--- src/design/mscd_pkg.sv ---
// ---------------------------------------------------------------------------
// mscd_pkg
// Shared types and constants for the minimum square-count engine.
// ---------------------------------------------------------------------------
`timescale 1ns / 1ps
`default_nettype none

package mscd_pkg;

   localparam int unsigned MAX_VALUE_ENTRIES = 16384;
   localparam int unsigned QUERY_W           = 14;
   localparam int unsigned COUNT_W           = 3;
   localparam int unsigned SMALL_LIMIT       = 3;

   localparam logic [COUNT_W-1:0] COUNT_INIT = 3'd7;

   typedef struct packed {
      logic load;        // take a new query
      logic set_small;   // answer is the query itself
      logic init_wr;     // write seed entry i = i
      logic scan_rd;     // read entry i - j*j, step j
      logic entry_wr;    // write best into entry i
      logic next_entry;  // advance to entry i + 1
      logic out_load;    // move result into the output register
   } mscd_cmd_type;

   typedef struct packed {
      logic n_le_seed;   // query at or below the seed range
      logic sq_le_i;     // current square still fits entry i
      logic i_is_n;      // entry i is the queried one
      logic init_last;   // last seed entry
      logic out_free;    // output register can take a result
   } mscd_status_type;

endpackage

`default_nettype wire

--- src/design/mscd_ctrl.sv ---
// ---------------------------------------------------------------------------
// mscd_ctrl
// Sequencer: seeds the table, scans squares per entry, writes, responds.
// ---------------------------------------------------------------------------
`timescale 1ns / 1ps
`default_nettype none

module mscd_ctrl (
   input  wire logic                   clock,
   input  wire logic                   reset,
   input  wire logic                   req_valid,
   output logic                        req_stall,
   input  wire mscd_pkg::mscd_status_type status,
   output mscd_pkg::mscd_cmd_type      cmd
);

   localparam logic [2:0] ST_IDLE  = 3'd0;
   localparam logic [2:0] ST_CHECK = 3'd1;
   localparam logic [2:0] ST_INIT  = 3'd2;
   localparam logic [2:0] ST_SCAN  = 3'd3;
   localparam logic [2:0] ST_WRITE = 3'd4;
   localparam logic [2:0] ST_DONE  = 3'd5;

   logic [2:0] state_ff;
   logic [2:0] state_in;

   always_comb begin
      state_in = state_ff;
      cmd      = '0;
      unique case (state_ff)
         ST_IDLE: begin
            if (req_valid) begin
               cmd.load = 1'b1;
               state_in = ST_CHECK;
            end
         end
         ST_CHECK: begin
            if (status.n_le_seed) begin
               cmd.set_small = 1'b1;
               state_in      = ST_DONE;
            end else begin
               state_in = ST_INIT;
            end
         end
         ST_INIT: begin
            cmd.init_wr = 1'b1;
            if (status.init_last) begin
               state_in = ST_SCAN;
            end
         end
         ST_SCAN: begin
            if (status.sq_le_i) begin
               cmd.scan_rd = 1'b1;
            end else begin
               state_in = ST_WRITE;
            end
         end
         ST_WRITE: begin
            cmd.entry_wr = 1'b1;
            if (status.i_is_n) begin
               state_in = ST_DONE;
            end else begin
               cmd.next_entry = 1'b1;
               state_in       = ST_SCAN;
            end
         end
         ST_DONE: begin
            if (status.out_free) begin
               cmd.out_load = 1'b1;
               state_in     = ST_IDLE;
            end
         end
         default: begin
            state_in = ST_IDLE;
         end
      endcase
   end

   always_ff @(posedge clock) begin
      if (reset) begin
         state_ff <= ST_IDLE;
      end else begin
         state_ff <= state_in;
      end
   end

   assign req_stall = (state_ff != ST_IDLE);

endmodule

`default_nettype wire

--- config.mk ---
export PLATFORM = sky130hd
export DESIGN_NAME = mscd_ctrl
export DESIGN_NICKNAME = d
export VERILOG_FILES = /design/src/design/mscd_pkg.sv /design/src/design/mscd_ctrl.sv
export SDC_FILE = /design/constraint.sdc
export NUM_CORES = 1
export LEC_CHECK = 0
export BUFFER_PORTS_ARGS = -buffer_cell sky130_fd_sc_hd__buf_2
export CAP_MARGIN = 20
export CORE_AREA = 3 3 40 42
export CTS_CLUSTER_SIZE = 12
export DETAILED_ROUTE_END_ITERATION = 7
export DIE_AREA = 0 0 43 45
export GPL_TIMING_DRIVEN = 0
export PLACE_DENSITY = 0.46
export SLEW_MARGIN = 40
export SYNTH_ARGS = -nofsm -noshare
export SYNTH_HDL_FRONTEND = slang
export SYNTH_SLANG_ARGS = --single-unit
--- constraint.sdc ---
create_clock -name clock -period 1.8 [get_ports clock]
set_clock_uncertainty 0.2 [all_clocks]
set_input_delay 0.18 -clock clock [delete_from_list [all_inputs] [get_ports clock]]
set_output_delay 0.18 -clock clock [all_outputs]
set_load 0.1 [all_outputs]
### Word-level counts from Yosys, hierarchy flattened

Cells that the tools add are included.

| storage, ports and cells | value |
|---|---|
| bits in registers | 3 |
| bits in latches | 0 |
| RAM bits | 0 |
| ROM bits | 0 |
| input bits | 8 |
| output and inout bits | 8 |
| memories | 0 |

| operators by class | value |
|---|---|
| $add $sub $neg | 0 |
| multipliers | 0 |
| divide/modulo/power cells | 0 |
| $lt $le $gt $ge | 0 |
| equal/unequal tests | 9 |
| shifts and indexed selects | 0 |
| multiplexer cells | 18 |
| bitwise gates (word level) | 0 |
| reductions and logical operators | 3 |

Operators with widths:

| cell | number |
|---|---|
| 2-to-1 mux 3 bit | 6 |
| case mux 3 bit (6 select lines) | 1 |
| 2-to-1 mux 1 bit | 10 |
| != test 2 bit (second input constant) | 4 |
| == test 3 x 2 -> 1 bit (second input constant) | 2 |
| == test 3 bit (second input constant) | 2 |
| AND reduction 4 bit | 1 |
| == test 3 x 1 -> 1 bit (second input constant) | 1 |
| zero test 3 bit | 1 |
| nonzero test 3 bit | 1 |
| 2-to-1 mux 2 bit | 1 |

### Logic depth before layout (Yosys ltp)

| logic depth | value |
|---|---|
| depth in word-level cells | 3 |
| gate-level depth with buffers | 4 |

### Worst setup path after synthesis

No wires, ideal clock.

| timing | value |
|---|---|
| path type | flip-flop to output port |
| start | register state_ff[1] |
| end | output cmd[4] (netlist name) |
| arrival time | 2.687 ns |
| setup slack | -1.267 ns |
| stages on the path, launching flop included | 3 |
| path buffers | 1 |
| cell sequence | dfxtp_1 buf_4 nor3b_1 |

RTL lines:

| what | RTL line | RTL |
|---|---|---|
| from (decl) | mscd_ctrl.sv:24 | `logic [2:0] state_ff;` |
| from (signal assigned) | mscd_ctrl.sv:83 | `state_ff <= state_in;` |
| to (decl) | mscd_ctrl.sv:14 | `output mscd_pkg::mscd_cmd_type cmd` |

==> reports/metrics.cfg <==
[status]
status = finished, final reports clean

[power]
powerDensity_nw_per_um2 = 1024
ir_drop_mv = 0.4890
p_leak_nw = 0.2307

[placed_design]
dpl-instance-area_um2 = 409.1
globalplace.congestion = 0.6251
portBuffers = 15
dp_hpwl_um = 568.4

[critical_path]
critPathRequiredTime_ns = 1.42
cp_slowest_cell = dfxtp_1
cp-start-kind = register
crit_fanout = 10
critical-path-max-stage-delay_ns = 0.30
cp-end-kind = output pin
worst-r2r-cell-count = 4
path_cells = buf_6 > nand3b_4 > or2_0 > inv_1 > buf_8
arrival_ns = 1.34
critPathKind = reg -> out

[floorplan]
io_pins = 16
core_area_um2 = 1285
die_w_um = 43
num_rows = 13
dieArea_um2 = 1935
die_h_um = 45
start_util_pct = 22.78

[global_routing]
grt.total_usage_pct = 9.000
antenna_found_initial = 0
grt_pass1_wl_mm = 1.221
grt_max_degree = 11
grt.busiest_layer = met2
grt_util_met3_pct = 6.375
met1_usage_pct = 9.662
first_global_vias = 292
met2_usage_pct = 12.87
grt-ovfl-total = 0

[clock_network]
clock-sinks = 3
cts_buffer_depth = 2
cts_tree = built
clk_latency_ns = 0.24
root_buffer = clkbuf_4
path_clk_slew_ns = 0.04
cts_buffers = 3
post-cts-setup-buffer-count = 0
h-tree-depth = 1

[layout]
largest-register = state_ff
nNetsFinal = 65
syn2layout_area_growth_pct = 64.10
final_area_um2 = 480.5
layout_common_cells = buf_2 (8), clkbuf_4 (5), buf_6 (4)
drive_gt1_share_pct = 53.57
diodes = 0
largest_reg_flops = 3
fin_util_pct = 37.39
final_common_cell = buf_2
reg_top3 = state_ff x3

[synthesis]
syn-cell-area_um2 = 292.8
synth_edf_count = 0
synth_top_family_by_area = simple AND/OR/NAND/NOR gates
avgSynthCellArea_um2 = 8.133
netlist_instances = 36
synth_warnings = 0
synth_nets = 44
synthSimpleGateAreaFrac_pct = 44.44
synth_compound_area_share_pct = 20.94
ys_seq_area_share_pct = 20.51
synth_seq_cells = 3
yosysTopAreaCellShare_pct = 20.51
netlist_top_cells_area = dfxtp_1 (21%), buf_6 (7.7%), nand3b_4 (6.8%), a41oi_2 (5.6%), o21ai_1 (5.1%)
synthMuxAreaShare_pct = 0
yosys.area_share.adder_pct = 0
async_reset_ff_share_pct = 0
synth_cell_types = 23
synth_flop_cell = dfxtp_1
synth.largest_area_cell = dfxtp_1
synth_xor_area_share_pct = 0

[min_path]
min_path_type = in -> reg
min_path_cells = 3

[route]
postRouteWirelength_um = 734
drtIter0Drc = 5
firstDrtPassIters = 4
via_per_inst = 4.577
vias = 325
drc = 0
final_antenna_net_count = 0
detail_route.wl_per_cell_um = 10.34

[sta]
finalHoldViolations = 0
post-route-period-util_pct = 95.57
fmax_mhz = 581.3
max-slew-margin-rel_pct = 67.95
tightestPinTransition_ns = 0.4841
setup_viol = 0
rsz0062_at_grt = no
slew_violations = 0
period_minus_slack_ns = 1.720

[job]
drv_cap = 0

==> worst max-delay path: cells and delay by family (launching register included) <==
| kind | cells | cell delay, ns |
|---|---|---|
| buffers and inverters | 3 | 0.43 |
| and+or+nand+nor | 2 | 0.38 |
| DFF | 1 | 0.30 |
==> cell families after synthesis <==
kind of cell	count (synthesis)
buf+inv	6
simple gates	19
compound gates	8
flops	3
==> path summary, 6_finish.rpt <==
kind / startpoint / endpoint / slack, ns
max: state_ff[2] / cmd[5] / 0.08
min: status[2] / state_ff[1] / 0.07
max reg2reg: state_ff[2] / state_ff[0] / 0.53
min reg2reg: state_ff[0] / state_ff[2] / 0.44
==> synth_stat cells (all sizes together) (2+ instances only) <==
cell type	n
a21oi	2
buf	3
dfxtp	3
inv	3
nand2	3
nand3b	3
nor2	2
nor3	2
nor3b	3
o21ai	3
==> metal layers <==
metal | vias up | share of wire, % | routed length, µm
met3 | 4 | 8.7 | 64
met2 | 12 | 46 | 334
met1 | 137 | 42 | 311
met4 | 0 | 3.1 | 23
li1 | 172 | - | -
met5 | - | 0 | 0
==> where the power goes <==
group	internal, mW	switching, mW
Clock	0.0832	0.0378
Sequential	0.0757	0.00824
Combinational	0.0818	0.205
==> repair_timing <==
action                                 CTS  global route
setup endpoints to repair                5             5
endpoints found under the hold margin    3             0
gates resized for setup                  7             5
hold buffers                             1             0
==> final cells by class <==
type,instances,area [µm²]
Fill cell,139,804.5
Multi-Input combinational cell,27,216.5
Timing Repair Buffer,16,117.6
Sequential cell,3,60.06
Buffer,3,30.03
Clock buffer,4,26.28
Tap cell,15,18.77
Inverter,3,11.26
==> per-stage QoR <==
step	std cells	power (mW)	setup WS (ns)	hold WS, ns	setup TNS, ns
after detailed placement	66	0.3543	0.1063	0.1875	0
after global routing	71	0.5184	0.006866	0.08475	0
after global placement	66	0.3559	0.09328	0.1962	0
after floorplan	36	0.3133	-0.3033	0.04244	-0.5783
after CTS	71	0.4903	0.01000	0.06214	0
final	71	0.4922	0.07974	0.07063	0
Note: power is estimated with default switching activity, not from simulation.
